File: config.mk
export PLATFORM = sky130hd
export DESIGN_NAME = can_command_frame_validator
export DESIGN_NICKNAME = d
export VERILOG_FILES = /design/src/rtl/core/can_cfv_pkg.sv /design/src/rtl/core/can_cfv_csr.sv /design/src/rtl/core/can_cfv_seq.sv /design/src/rtl/core/can_cfv_decode.sv /design/src/rtl/core/can_command_frame_validator.sv
export SDC_FILE = /design/constraint.sdc
export NUM_CORES = 1
export LEC_CHECK = 0
export ABC_AREA = 1
export ABC_CLOCK_PERIOD_IN_PS = 8430
export BUFFER_PORTS_ARGS = -buffer_cell sky130_fd_sc_hd__buf_2
export CORE_MARGIN = 3
export CORE_UTILIZATION = 45
export DETAILED_ROUTE_END_ITERATION = 10
export GPL_ROUTABILITY_DRIVEN = 0
export PLACE_DENSITY_LB_ADDON = 0.12
export SLEW_MARGIN = 10
export SYNTH_ARGS = -nofsm -noshare
export SYNTH_HDL_FRONTEND = slang
export SYNTH_HIERARCHICAL = 1
export SYNTH_SLANG_ARGS = --single-unit
File: constraint.sdc
create_clock -name clock -period 8.43 [get_ports clock]
set_input_delay 1.686 -clock clock [delete_from_list [all_inputs] [get_ports clock]]
set_output_delay 1.686 -clock clock [all_outputs]
set_load 0.02 [all_outputs]
File: src/rtl/core/can_cfv_pkg.sv
// Package for the CAN command frame validator.
// Holds verdict codes, register indexes, reset values and shared types.
// No dependencies.
package can_cfv_pkg;

   localparam int unsigned IdWidth     = 11;
   localparam int unsigned LenWidth    = 4;
   localparam int unsigned CountWidth  = 9;
   localparam int unsigned MaWidth     = 25;
   localparam int unsigned VerdWidth   = 4;
   localparam int unsigned CsrIdxWidth = 3;
   localparam int unsigned SeqWidth    = 16;
   localparam int unsigned AmpWidth    = 15;

   // verdict codes
   localparam logic [VerdWidth-1:0] VERDICT_IGNORED      = 4'd0;
   localparam logic [VerdWidth-1:0] VERDICT_CMD_OK       = 4'd1;
   localparam logic [VerdWidth-1:0] VERDICT_HEARTBEAT    = 4'd2;
   localparam logic [VerdWidth-1:0] VERDICT_AUTH_SHORT   = 4'd3;
   localparam logic [VerdWidth-1:0] VERDICT_AUTH_SEQ     = 4'd4;
   localparam logic [VerdWidth-1:0] VERDICT_SHORT        = 4'd5;
   localparam logic [VerdWidth-1:0] VERDICT_TYPE_NONE    = 4'd6;
   localparam logic [VerdWidth-1:0] VERDICT_TYPE_RANGE   = 4'd7;
   localparam logic [VerdWidth-1:0] VERDICT_RESERVED     = 4'd8;
   localparam logic [VerdWidth-1:0] VERDICT_NEG_CHARGE   = 4'd9;
   localparam logic [VerdWidth-1:0] VERDICT_NEG_DISCHRG  = 4'd10;

   // register indexes
   localparam logic [CsrIdxWidth-1:0] CSR_AUTH_ENABLED   = 3'd0;
   localparam logic [CsrIdxWidth-1:0] CSR_COMMAND_ID     = 3'd1;
   localparam logic [CsrIdxWidth-1:0] CSR_HEARTBEAT_ID   = 3'd2;
   localparam logic [CsrIdxWidth-1:0] CSR_TYPE_COUNT     = 3'd3;
   localparam logic [CsrIdxWidth-1:0] CSR_MAX_CHARGE     = 3'd4;
   localparam logic [CsrIdxWidth-1:0] CSR_MAX_DISCHARGE  = 3'd5;

   // register reset values
   localparam logic [IdWidth-1:0]    RST_COMMAND_ID   = 11'd512;
   localparam logic [IdWidth-1:0]    RST_HEARTBEAT_ID = 11'd528;
   localparam logic [CountWidth-1:0] RST_TYPE_COUNT   = 9'd8;
   localparam logic [MaWidth-1:0]    RST_MAX_MA       = 25'd32767000;

   localparam logic [MaWidth-1:0]    MA_PER_AMP  = 25'd1000;
   localparam logic [LenWidth-1:0]   MIN_CMD_LEN = 4'd5;
   localparam logic [LenWidth-1:0]   FULL_LEN    = 4'd8;
   localparam logic [SeqWidth-1:0]   SEQ_STEP    = 16'd1;

   typedef struct packed {
      logic                  auth_enabled;
      logic [IdWidth-1:0]    command_id;
      logic [IdWidth-1:0]    heartbeat_id;
      logic [CountWidth-1:0] type_count;
      logic [MaWidth-1:0]    max_charge_ma;
      logic [MaWidth-1:0]    max_discharge_ma;
   } cfg_type;

   typedef struct packed {
      logic [IdWidth-1:0]  frame_id;
      logic [LenWidth-1:0] frame_length;
      logic [7:0]          byte0;
      logic [7:0]          byte1;
      logic [7:0]          byte2;
      logic [7:0]          byte3;
      logic [7:0]          byte4;
      logic [7:0]          byte5;
      logic [7:0]          byte6;
      logic [7:0]          byte7;
   } frame_type;

   typedef struct packed {
      logic auth_short;
      logic auth_bad;
   } seq_status_type;

   typedef struct packed {
      logic [VerdWidth-1:0] verdict;
      logic [7:0]           command_type;
      logic [MaWidth-1:0]   charge_ma;
      logic [MaWidth-1:0]   discharge_ma;
   } result_type;

endpackage

File: src/rtl/core/can_cfv_csr.sv
// Configuration registers of the CAN command frame validator.
// Depends on can_cfv_pkg.
module can_cfv_csr (
   input  logic                                clock,
   input  logic                                reset,
   input  logic                                csr_valid,
   output logic                                csr_ready,
   input  logic [can_cfv_pkg::CsrIdxWidth-1:0] csr_index,
   input  logic [can_cfv_pkg::MaWidth-1:0]     csr_data,
   output can_cfv_pkg::cfg_type                cfg
);

   can_cfv_pkg::cfg_type cfg_ff, cfg_in;

   assign csr_ready = 1'b1;
   assign cfg       = cfg_ff;

   always_comb begin
      cfg_in = cfg_ff;
      if (csr_valid) begin
         unique case (csr_index)
            can_cfv_pkg::CSR_AUTH_ENABLED:  cfg_in.auth_enabled = csr_data[0];
            can_cfv_pkg::CSR_COMMAND_ID:
               cfg_in.command_id = csr_data[can_cfv_pkg::IdWidth-1:0];
            can_cfv_pkg::CSR_HEARTBEAT_ID:
               cfg_in.heartbeat_id = csr_data[can_cfv_pkg::IdWidth-1:0];
            can_cfv_pkg::CSR_TYPE_COUNT:
               cfg_in.type_count = csr_data[can_cfv_pkg::CountWidth-1:0];
            can_cfv_pkg::CSR_MAX_CHARGE:    cfg_in.max_charge_ma = csr_data;
            can_cfv_pkg::CSR_MAX_DISCHARGE: cfg_in.max_discharge_ma = csr_data;
            default: ;
         endcase
      end
   end

   always_ff @(posedge clock) begin
      if (reset) begin
         cfg_ff.auth_enabled     <= 1'b0;
         cfg_ff.command_id       <= can_cfv_pkg::RST_COMMAND_ID;
         cfg_ff.heartbeat_id     <= can_cfv_pkg::RST_HEARTBEAT_ID;
         cfg_ff.type_count       <= can_cfv_pkg::RST_TYPE_COUNT;
         cfg_ff.max_charge_ma    <= can_cfv_pkg::RST_MAX_MA;
         cfg_ff.max_discharge_ma <= can_cfv_pkg::RST_MAX_MA;
      end else begin
         cfg_ff <= cfg_in;
      end
   end

endmodule

File: src/rtl/core/can_cfv_seq.sv
// Sequence counter tracker for authenticated frames.
// Depends on can_cfv_pkg.
module can_cfv_seq (
   input  logic                        clock,
   input  logic                        reset,
   input  logic                        auth_enabled,
   input  logic                        advance,
   input  can_cfv_pkg::frame_type      frame,
   output can_cfv_pkg::seq_status_type status
);

   logic [can_cfv_pkg::SeqWidth-1:0] last_seq_ff, last_seq_in;
   logic                             seeded_ff, seeded_in;
   logic [can_cfv_pkg::SeqWidth-1:0] seq, next_seq;
   logic                             is_short, seq_ok;

   assign seq      = {frame.byte6, frame.byte7};
   assign next_seq = last_seq_ff + can_cfv_pkg::SEQ_STEP;
   assign is_short = frame.frame_length < can_cfv_pkg::FULL_LEN;
   assign seq_ok   = !seeded_ff || (seq == next_seq) || (seq == last_seq_ff);

   assign status.auth_short = auth_enabled && is_short;
   assign status.auth_bad   = auth_enabled && !is_short && !seq_ok;

   always_comb begin
      last_seq_in = last_seq_ff;
      seeded_in   = seeded_ff;
      if (advance && auth_enabled && !is_short && seq_ok) begin
         last_seq_in = seq;
         seeded_in   = 1'b1;
      end
   end

   always_ff @(posedge clock) begin
      if (reset) begin
         last_seq_ff <= '0;
         seeded_ff   <= 1'b0;
      end else begin
         last_seq_ff <= last_seq_in;
         seeded_ff   <= seeded_in;
      end
   end

endmodule

File: src/rtl/core/can_cfv_decode.sv
// Command checks, limit scaling and verdict selection, combinational.
// Depends on can_cfv_pkg.
module can_cfv_decode (
   input  can_cfv_pkg::cfg_type        cfg,
   input  can_cfv_pkg::frame_type      frame,
   input  can_cfv_pkg::seq_status_type status,
   output can_cfv_pkg::result_type     result
);

   logic [can_cfv_pkg::VerdWidth-1:0] cmd_verdict;
   logic [can_cfv_pkg::AmpWidth-1:0]  chg_amps, dis_amps;
   logic [can_cfv_pkg::MaWidth-1:0]   chg_raw, dis_raw, chg_ma, dis_ma;
   logic                              is_cmd, is_hb, reserved_bad;

   assign is_cmd = frame.frame_id == cfg.command_id;
   assign is_hb  = frame.frame_id == cfg.heartbeat_id;

   assign reserved_bad = (frame.frame_length >= can_cfv_pkg::FULL_LEN) &&
                         ((frame.byte5 != 8'd0) ||
                          (!cfg.auth_enabled &&
                           ((frame.byte6 != 8'd0) || (frame.byte7 != 8'd0))));

   assign chg_amps = {frame.byte1[6:0], frame.byte2};
   assign dis_amps = {frame.byte3[6:0], frame.byte4};
   assign chg_raw  = can_cfv_pkg::MaWidth'(chg_amps) * can_cfv_pkg::MA_PER_AMP;
   assign dis_raw  = can_cfv_pkg::MaWidth'(dis_amps) * can_cfv_pkg::MA_PER_AMP;
   assign chg_ma   = (chg_raw > cfg.max_charge_ma) ? cfg.max_charge_ma : chg_raw;
   assign dis_ma   = (dis_raw > cfg.max_discharge_ma) ? cfg.max_discharge_ma : dis_raw;

   always_comb begin
      priority if (frame.frame_length < can_cfv_pkg::MIN_CMD_LEN)
         cmd_verdict = can_cfv_pkg::VERDICT_SHORT;
      else if (frame.byte0 == 8'd0)
         cmd_verdict = can_cfv_pkg::VERDICT_TYPE_NONE;
      else if ({1'b0, frame.byte0} >= cfg.type_count)
         cmd_verdict = can_cfv_pkg::VERDICT_TYPE_RANGE;
      else if (reserved_bad)
         cmd_verdict = can_cfv_pkg::VERDICT_RESERVED;
      else if (frame.byte1[7])
         cmd_verdict = can_cfv_pkg::VERDICT_NEG_CHARGE;
      else if (frame.byte3[7])
         cmd_verdict = can_cfv_pkg::VERDICT_NEG_DISCHRG;
      else
         cmd_verdict = can_cfv_pkg::VERDICT_CMD_OK;
   end

   always_comb begin
      result = '0;
      priority if (status.auth_short) begin
         result.verdict = can_cfv_pkg::VERDICT_AUTH_SHORT;
      end else if (status.auth_bad) begin
         result.verdict = can_cfv_pkg::VERDICT_AUTH_SEQ;
      end else if (is_cmd && cmd_verdict == can_cfv_pkg::VERDICT_CMD_OK) begin
         result.verdict      = can_cfv_pkg::VERDICT_CMD_OK;
         result.command_type = frame.byte0;
         result.charge_ma    = chg_ma;
         result.discharge_ma = dis_ma;
      end else if (is_hb) begin
         // a rejected command on a shared identifier reads as heartbeat
         result.verdict = can_cfv_pkg::VERDICT_HEARTBEAT;
      end else if (is_cmd) begin
         result.verdict = cmd_verdict;
      end else begin
         result.verdict = can_cfv_pkg::VERDICT_IGNORED;
      end
   end

endmodule

File: src/rtl/core/can_command_frame_validator.sv
// Top level of the CAN command frame validator.
// Depends on can_cfv_pkg, can_cfv_csr, can_cfv_seq and can_cfv_decode.
//
//   channel   direction  handshake             payload
//   req_      in         req_valid/req_stall   frame id, length, bytes 0..7
//   rsp_      out        rsp_valid/rsp_stall   verdict, type, limits
//   csr_      in         csr_valid/csr_ready   register index, data
//
// One item per cycle while rsp_stall is low; an item is accepted into the input
// register and then moves into the result register, where rsp_valid shows it.
// The sequence counter updates as an item moves into the result register.
// Synchronous reset clears the valid flags, the counter and the config registers.
// rsp_stall holds the result; req_stall rises only when both stages are full.
module can_command_frame_validator (
   input  logic                                 clock,
   input  logic                                 reset,
   input  logic                                 req_valid,
   output logic                                 req_stall,
   input  logic [can_cfv_pkg::IdWidth-1:0]      req_frame_id,
   input  logic [can_cfv_pkg::LenWidth-1:0]     req_frame_length,
   input  logic [7:0]                           req_byte0,
   input  logic [7:0]                           req_byte1,
   input  logic [7:0]                           req_byte2,
   input  logic [7:0]                           req_byte3,
   input  logic [7:0]                           req_byte4,
   input  logic [7:0]                           req_byte5,
   input  logic [7:0]                           req_byte6,
   input  logic [7:0]                           req_byte7,
   output logic                                 rsp_valid,
   input  logic                                 rsp_stall,
   output logic [can_cfv_pkg::VerdWidth-1:0]    rsp_verdict,
   output logic [7:0]                           rsp_command_type,
   output logic [can_cfv_pkg::MaWidth-1:0]      rsp_charge_ma,
   output logic [can_cfv_pkg::MaWidth-1:0]      rsp_discharge_ma,
   input  logic                                 csr_valid,
   output logic                                 csr_ready,
   input  logic [can_cfv_pkg::CsrIdxWidth-1:0]  csr_index,
   input  logic [can_cfv_pkg::MaWidth-1:0]      csr_data
);

   can_cfv_pkg::cfg_type        cfg;
   can_cfv_pkg::frame_type      frame_ff, frame_in;
   can_cfv_pkg::seq_status_type status;
   can_cfv_pkg::result_type     result, result_ff;
   logic                        in_valid_ff, in_valid_in;
   logic                        out_valid_ff, out_valid_in;
   logic                        out_free, advance, req_fire;

   assign out_free  = !out_valid_ff || !rsp_stall;
   assign advance   = in_valid_ff && out_free;
   assign req_stall = in_valid_ff && !out_free;
   assign req_fire  = req_valid && !req_stall;

   assign frame_in = '{frame_id: req_frame_id, frame_length: req_frame_length,
                       byte0: req_byte0, byte1: req_byte1, byte2: req_byte2,
                       byte3: req_byte3, byte4: req_byte4, byte5: req_byte5,
                       byte6: req_byte6, byte7: req_byte7};

   assign in_valid_in  = req_fire || (in_valid_ff && !advance);
   assign out_valid_in = advance || (out_valid_ff && rsp_stall);

   can_cfv_csr u_csr (
      .clock     (clock),
      .reset     (reset),
      .csr_valid (csr_valid),
      .csr_ready (csr_ready),
      .csr_index (csr_index),
      .csr_data  (csr_data),
      .cfg       (cfg)
   );

   can_cfv_seq u_seq (
      .clock        (clock),
      .reset        (reset),
      .auth_enabled (cfg.auth_enabled),
      .advance      (advance),
      .frame        (frame_ff),
      .status       (status)
   );

   can_cfv_decode u_decode (
      .cfg    (cfg),
      .frame  (frame_ff),
      .status (status),
      .result (result)
   );

   always_ff @(posedge clock) begin
      if (reset) begin
         in_valid_ff  <= 1'b0;
         out_valid_ff <= 1'b0;
      end else begin
         in_valid_ff  <= in_valid_in;
         out_valid_ff <= out_valid_in;
      end
   end

   always_ff @(posedge clock) begin
      if (req_fire) begin
         frame_ff <= frame_in;
      end
      if (advance) begin
         result_ff <= result;
      end
   end

   assign rsp_valid        = out_valid_ff;
   assign rsp_verdict      = result_ff.verdict;
   assign rsp_command_type = result_ff.command_type;
   assign rsp_charge_ma    = result_ff.charge_ma;
   assign rsp_discharge_ma = result_ff.discharge_ma;

endmodule

# After elaboration in Yosys (flattened, before gate mapping)
# Index checks and enable logic that the tools add are counted.
[word_totals]
reg_bits = 242
word_cells = 107
inputBits = 112
output_inout_bits = 65
[op_classes]
n_lt_le_gt_ge = 6
n_reduce_logical = 45
addsub = 1
muxes = 12
n_eq_ne = 10
bitwise = 4
n_mul = 2
[op_table]
columns = ["cell", "count"]
rows = [
  ["greater-than comparator 25 bit", 2],
  ["two-way mux 25 bit", 2],
  ["multiplier 15 x 7 -> 22 bit, second input constant", 2],
  ["equality test 16 bit", 2],
  ["two-way mux 4 bit", 6],
  ["nonzero test 8 bit", 3],
  ["equality test 11 bit", 2],
  ["adder 16 x 1 -> 16 bit, second input constant", 1],
  ["logical AND 1 bit", 14],
  ["two-way mux 3 bit", 4],
  ["AND reduction 2 bit", 6],
  ["greater-or-equal comparator 8 x 9 -> 1 bit", 1],
  ["logical NOT 1 bit", 9],
  ["logical NOT 8 bit", 1],
  ["OR reduction 4 bit", 2],
  ["logical OR 1 bit", 7],
  ["equality test 3 x 2 -> 1 bit, second input constant", 2],
  ["equality test 3 bit, second input constant", 2],
  ["OR reduction 5 bit", 1],
  ["equality test 4 x 1 -> 1 bit, second input constant", 1],
  ["greater-or-equal comparator 4 bit, second input constant", 1],
  ["< comparator 4 x 3 -> 1 bit, second input constant", 1],
  ["< comparator 4 bit, second input constant", 1],
  ["NOT 1 bit", 4],
  ["3 further kinds", 3],
]

# Longest topological paths before layout
[logic_depth]
word_depth = 13
ltp_mapped = 32
depth_no_buf = 31

# By module
# The synthesis kept the hierarchy.
[modules_own_cells]
columns = ["mod", "cells_each", "area_per_inst_um2", "seq_area_each_um2", "n_inst"]
rows = [
  ["can_cfv_decode", 1199, 8141.6, 0.0, 1],
  ["can_command_frame_validator", 153, 4325.4, 4274.1, 1],
  ["can_cfv_csr", 441, 3144.3, 1641.6, 1],
  ["can_cfv_seq", 266, 1521.5, 340.3, 1],
]

# Worst setup path before layout
# OpenSTA, ideal clock, no wires.
[synth_path]
kind = "input port to flip-flop"
start = "in rsp_stall"
end = "reg u_seq/last_seq_ff[6] (netlist name)"
t_required_ns = 8.315
t_arrival_ns = 5.633
path_stages = 7
path_buffers = 1
setup_slack_ns = 2.682
setup_ns = 0.115
cell_sequence = "a21oi_1 -> nand2_1 -> nor2_1 -> clkbuf_1 -> nand3_1 -> nand2_1 -> nor2_1"
[synth_between]
elab_chain_len = 6
[synth_lines]
columns = ["element", "line_no", "rtl"]
rows = [
  ["from (decl)", "can_command_frame_validator.sv:30", "input logic rsp_stall,"],
  ["logical NOT 1 bit", "can_command_frame_validator.sv:49", "assign out_free = !out_valid_ff || !rsp_stall;"],
  ["logical OR 1 bit", "can_command_frame_validator.sv:49", ""],
  ["logical AND 1 bit", "can_command_frame_validator.sv:50", "assign advance = in_valid_ff && out_free;"],
  ["logical AND 1 bit (3 in a row)", "can_cfv_seq.sv:28", "if (advance && auth_enabled && !is_short && seq_ok) begin"],
  ["to (signal assigned)", "can_cfv_seq.sv:39", "last_seq_ff <= last_seq_in;"],
  ["to (decl)", "can_cfv_seq.sv:12", "logic [can_cfv_pkg::SeqWidth-1:0] last_seq_ff, last_seq_in;"],
]
# Every way passes these cells.
# A chain may end at the register's enable or synchronous reset.

# Worst setup path after layout
[layout_path]
start = "reg frame_ff[24] (netlist name)"
end = "reg result_ff (netlist bit rsp_discharge_ma[14]), data pin"
[layout_between]
elab_chain_len = 3
[layout_lines]
columns = ["element", "line_no", "rtl"]
rows = [
  ["from (decl)", "can_command_frame_validator.sv:42", "can_cfv_pkg::frame_type frame_ff, frame_in;"],
  ["from (signal assigned)", "can_command_frame_validator.sv:100", "frame_ff <= frame_in;"],
  ["multiplier 15 x 7 -> 22 bit (*)", "can_cfv_decode.sv:26", "assign dis_raw = can_cfv_pkg::MaWidth'(dis_amps) * can_cfv_pkg::MA_PER_AMP;"],
  ["greater-than comparator 25 bit", "can_cfv_decode.sv:28", "assign dis_ma = (dis_raw > cfg.max_discharge_ma) ? cfg.max_discharge_ma : dis_raw;"],
  ["two-way mux 25 bit (*)", "can_cfv_decode.sv:28", ""],
  ["to (signal assigned)", "can_command_frame_validator.sv:103", "result_ff <= result;"],
  ["to (decl)", "can_command_frame_validator.sv:44", "can_cfv_pkg::result_type result, result_ff;"],
]
# Every way passes the cells marked *; elsewhere a longest branch is shown, timed or not.

==> results.txt <==
The sum of routed wire length over all layers is 41.0 mm. The cell area after placement is 18400 um2. The number of distinct standard cells referenced by the synthesized netlist is 45. For this design, the CTS-stage hold fixing added 0 buffers. The number of gates resized after CTS is 0. For this run, the leading register cell type out of synthesis is sky130_fd_sc_hd__edfxtp_1. The worst setup path is launched from a register. For this run, asynchronously set or reset flops after synthesis account for 0%. The count of input and output buffers came out at 175. The fraction of the cycle the final worst path needs is 79.0%. The global routing usage summed across all routing layers came out at 20.2%.

The post-route DRC violation count came out at 0. The largest fanout on the critical path is 24. The clock slew seen by the registers of the worst setup and hold paths came out at 0.06 ns. The detailed placer's ending HPWL came out at 32.2 mm. The post-synth net total is 2424. The worst pin sits at a relative slew slack of 35.3%. In the final routed layout, each cell accounts on average for 14.9 um. The number of design-rule violations left by the first detailed-router iteration came out at 834. The final max-slew violation count is 0. The number of antenna violations at the first check in global routing came out at 7. The wire length of the first global-routing pass came out at 67.0 mm. The number of setup buffers added after CTS is 0. Of the post-synthesis cell area, the dominant cell type holds 24.7%. The final hold violation count came out at 0. The library cell with the highest instance count after synthesis is sky130_fd_sc_hd__nand2_1. The leakage dissipation came out at 0.00954 uW. The die height is 201 um. The flip-flop and latch count after synthesis is 242.

The critical path data arrival time is 6.93 ns. The number of instances in the synthesized netlist came out at 2059. The mapped cell area is 17100 um2. Global routing finished with a remaining overflow of 0. The run finished with clean final reports. In this run the most critical hold path is launched from u_csr/cfg[14].

The placement row count is 70. The biggest area contributor in the post-synthesis netlist is sky130_fd_sc_hd__edfxtp_1. The root buffer cell chosen for the clock tree is sky130_fd_sc_hd__clkbuf_16. The total negative setup slack came out at 0 ns. The via count of the first global-routing pass is 13081.

The post-route netlist has 11.9% of its cells at a drive strength greater than 1. The minimum clock period is 6.66 ns. The worst clock skew came out at 0.0157 ns. The depth of the worst hold-timing path is 2.

The startpoint identified for the worst register-to-register timing path is frame_ff[24]. For the worst flop-to-flop path, the logic depth is 27. The critical path is of the register to register type. The count of maximum capacitance violations came out at 0. The detail route stage leaves a number of antenna-violating nets equal to 0. The placeable core region came out at 37000 um2. The overall die area came out at 40400 um2. For hold timing, the worst endpoint is u_csr/cfg[14]. The final design area excluding fillers came out at 19400 um2. The number of levels in the clock H-tree is 1.

The power density relative to cell area is 299 nW/um2. The largest net degree at the start of global routing is 83. In the synthesized netlist, the cells that appear most often are 429 x sky130_fd_sc_hd__nand2_1, 362 x sky130_fd_sc_hd__inv_1, 254 x sky130_fd_sc_hd__nor2_1. During I/O placement, the number of pins put on the boundary was 177. Setup violations remaining at the end of the flow were counted as 0.

The worst setup path is captured at a register. The mean area per synthesized cell is 8.32 um2. The horizontal die dimension is 201 um. The number of buffers created by CTS came out at 28. The number of synthesized flops with an enable pin is 141.

The maximum VDD drop is 0.000166 V. At the pin with the least slew margin, the transition time is 0.970 ns. Clock latency on the worst-skew pair, taken at its later pin, is 0.56 ns. The minimum setup slack among reg-to-reg paths came out at 1.77 ns.

For this run, the post-layout net count is 2588. The worst reg2reg path endpoint is rsp_discharge_ma[14]. Data on the critical path is required at its endpoint by 8.71 ns. The count of warnings emitted by yosys is 6. The sequential element share of the synthesized area came out at 36.5%.

Setup repair after global routing left no endpoint under its margin. Based on the critical path, the design can be clocked at up to 150 MHz. The number of sinks driven by the clock tree came out at 242.

The initial standard-cell utilization of the core came out at 46.2%. From synthesis to final layout, the design area changed by 13.0%. The first detailed-routing pass took 5 iterations.

Yosys attributes the largest share of cell area to sky130_fd_sc_hd__edfxtp_1 25%, sky130_fd_sc_hd__dfxtp_1 12%, sky130_fd_sc_hd__fa_1 12%, sky130_fd_sc_hd__ha_1 11%, sky130_fd_sc_hd__nand2_1 9.4%. The maximum clock path buffer count is 3. The via count normalized by instance count is 4.88.

TritonCTS built the clock tree. The min-delay analysis places its worst path in the category register to register. The total via count after detailed routing came out at 13430.
[cell families after synthesis]
kind of cell	share of synthesized area, %
buffers and inverters	9.65
flip-flops	36.5
AO/OA/AOI/OAI	5.02
adder cells (fa/ha/maj)	22.9
AND/OR/NAND/NOR	23.2
other	0.0219
XOR/XNOR	2.71
[where the power goes]
group,switching (uW),internal (uW)
registers,37.6,1300
clock network,491,724
logic,2060,1170
total,2590,3190
[registers in the layout, indices dropped and copies added (netlist names)]
register and count:
rsp_verdict 4, u_seq/seeded_ff 1, rsp_valid 1, in_valid_ff 1
u_seq/last_seq_ff 16, rsp_command_type 8, rsp_discharge_ma 25, u_csr/cfg 82
frame_ff 79, rsp_charge_ma 25
[worst max path at each step]
stage                       from                   end  slack (ns)  depth (start not counted)
global route        frame_ff[24]  rsp_discharge_ma[12]        1.31                         27
global placement    frame_ff[24]  rsp_discharge_ma[10]        1.89                         27
floorplan              rsp_stall  u_seq/last_seq_ff[6]        2.68                          7
detailed placement  frame_ff[24]  rsp_discharge_ma[14]        1.83                         27
finish              frame_ff[24]  rsp_discharge_ma[14]        1.77                         27
CTS                 frame_ff[24]  rsp_discharge_ma[14]        1.79                         27
[per-layer routing]
metal  track usage [%]  part of all wire [%]  vias to the layer above
met3              3.82                   6.4                       54
met1              29.5                    48                     6224
li1                  -                     -                     6841
met2              31.3                    44                      305
met5                 0                 0.083                        -
met4              4.72                   1.9                        6
[per-stage QoR]
| step | setup slack (ns) | total power, uW | hold WS, ns | std cells | utilization [%] |
|---|---|---|---|---|---|
| 6_report | 1.77 | 5790 | 0.458 | 2752 | 52.3 |
| 2_1_floorplan | 2.68 | 3800 | 0.429 | 2059 | - |
| 5_1_grt | 1.31 | 6400 | 0.476 | 2751 | 52.3 |
| 4_1_cts | 1.79 | 5830 | 0.462 | 2749 | 52.2 |
| 3_3_place_gp | 1.89 | 4530 | 0.447 | 2697 | 49.7 |
| 3_5_place_dp | 1.83 | 4560 | 0.446 | 2697 | 49.7 |
[worst max-delay path, cell delays in order, from the launching register on]
cell and delay (ns):
sky130_fd_sc_hd__edfxtp_1 0.52, sky130_fd_sc_hd__fa_1 0.58, sky130_fd_sc_hd__fa_1 0.54, sky130_fd_sc_hd__inv_1 0.06, sky130_fd_sc_hd__fa_1 0.49, sky130_fd_sc_hd__fa_1 0.51
sky130_fd_sc_hd__inv_1 0.04, sky130_fd_sc_hd__ha_1 0.34, sky130_fd_sc_hd__a21oi_1 0.24, sky130_fd_sc_hd__o21ai_1 0.15, sky130_fd_sc_hd__a21oi_1 0.24, sky130_fd_sc_hd__inv_1 0.09
sky130_fd_sc_hd__nand2_1 0.06, sky130_fd_sc_hd__nand2_1 0.05, sky130_fd_sc_hd__xnor2_1 0.25, sky130_fd_sc_hd__inv_1 0.08, sky130_fd_sc_hd__ha_1 0.29, sky130_fd_sc_hd__nand2_1 0.09
sky130_fd_sc_hd__nor2_1 0.15, sky130_fd_sc_hd__nand4_1 0.10, sky130_fd_sc_hd__nor2_1 0.09, sky130_fd_sc_hd__nand2_1 0.06, sky130_fd_sc_hd__nand3_1 0.16, sky130_fd_sc_hd__nand2_2 0.29
sky130_fd_sc_hd__inv_1 0.56, sky130_fd_sc_hd__nand2_1 0.11, sky130_fd_sc_hd__o21ai_0 0.14, sky130_fd_sc_hd__nor2_1 0.08
[placed cells by master, fill, tap and decap left out, types with 10 or more instances in the layout]
master                      Yosys  layout
sky130_fd_sc_hd__nand4_1       17      17
sky130_fd_sc_hd__nor3_1        32      32
sky130_fd_sc_hd__ha_1         153     153
sky130_fd_sc_hd__buf_2         20     175
sky130_fd_sc_hd__a21oi_1       78      77
sky130_fd_sc_hd__nor2_2        16      17
sky130_fd_sc_hd__xnor2_1       12      12
sky130_fd_sc_hd__nand3_1      155     155
sky130_fd_sc_hd__dfxtp_1      101     101
sky130_fd_sc_hd__nor2_1       254     252
sky130_fd_sc_hd__clkbuf_16      0      30
sky130_fd_sc_hd__inv_1        362     361
sky130_fd_sc_hd__o21ai_0       50      50
sky130_fd_sc_hd__nand2_1      429     429
sky130_fd_sc_hd__xor2_1        41      41
sky130_fd_sc_hd__fa_1         100     100
sky130_fd_sc_hd__o21bai_1      10      10
sky130_fd_sc_hd__edfxtp_1     141     141
[cell type report]
type / instances / area [um2]
Fill cell: 3556 / 17700
Multi-Input combinational cell: 1402 / 9240
Sequential cell: 242 / 6260
Inverter: 369 / 1390
Timing Repair Buffer: 180 / 913
Clock buffer: 39 / 805
Tap cell: 504 / 631
Clock inverter: 13 / 119
Antenna cell: 3 / 7.51
No activity file was read; power rests on OpenSTA's default activity.
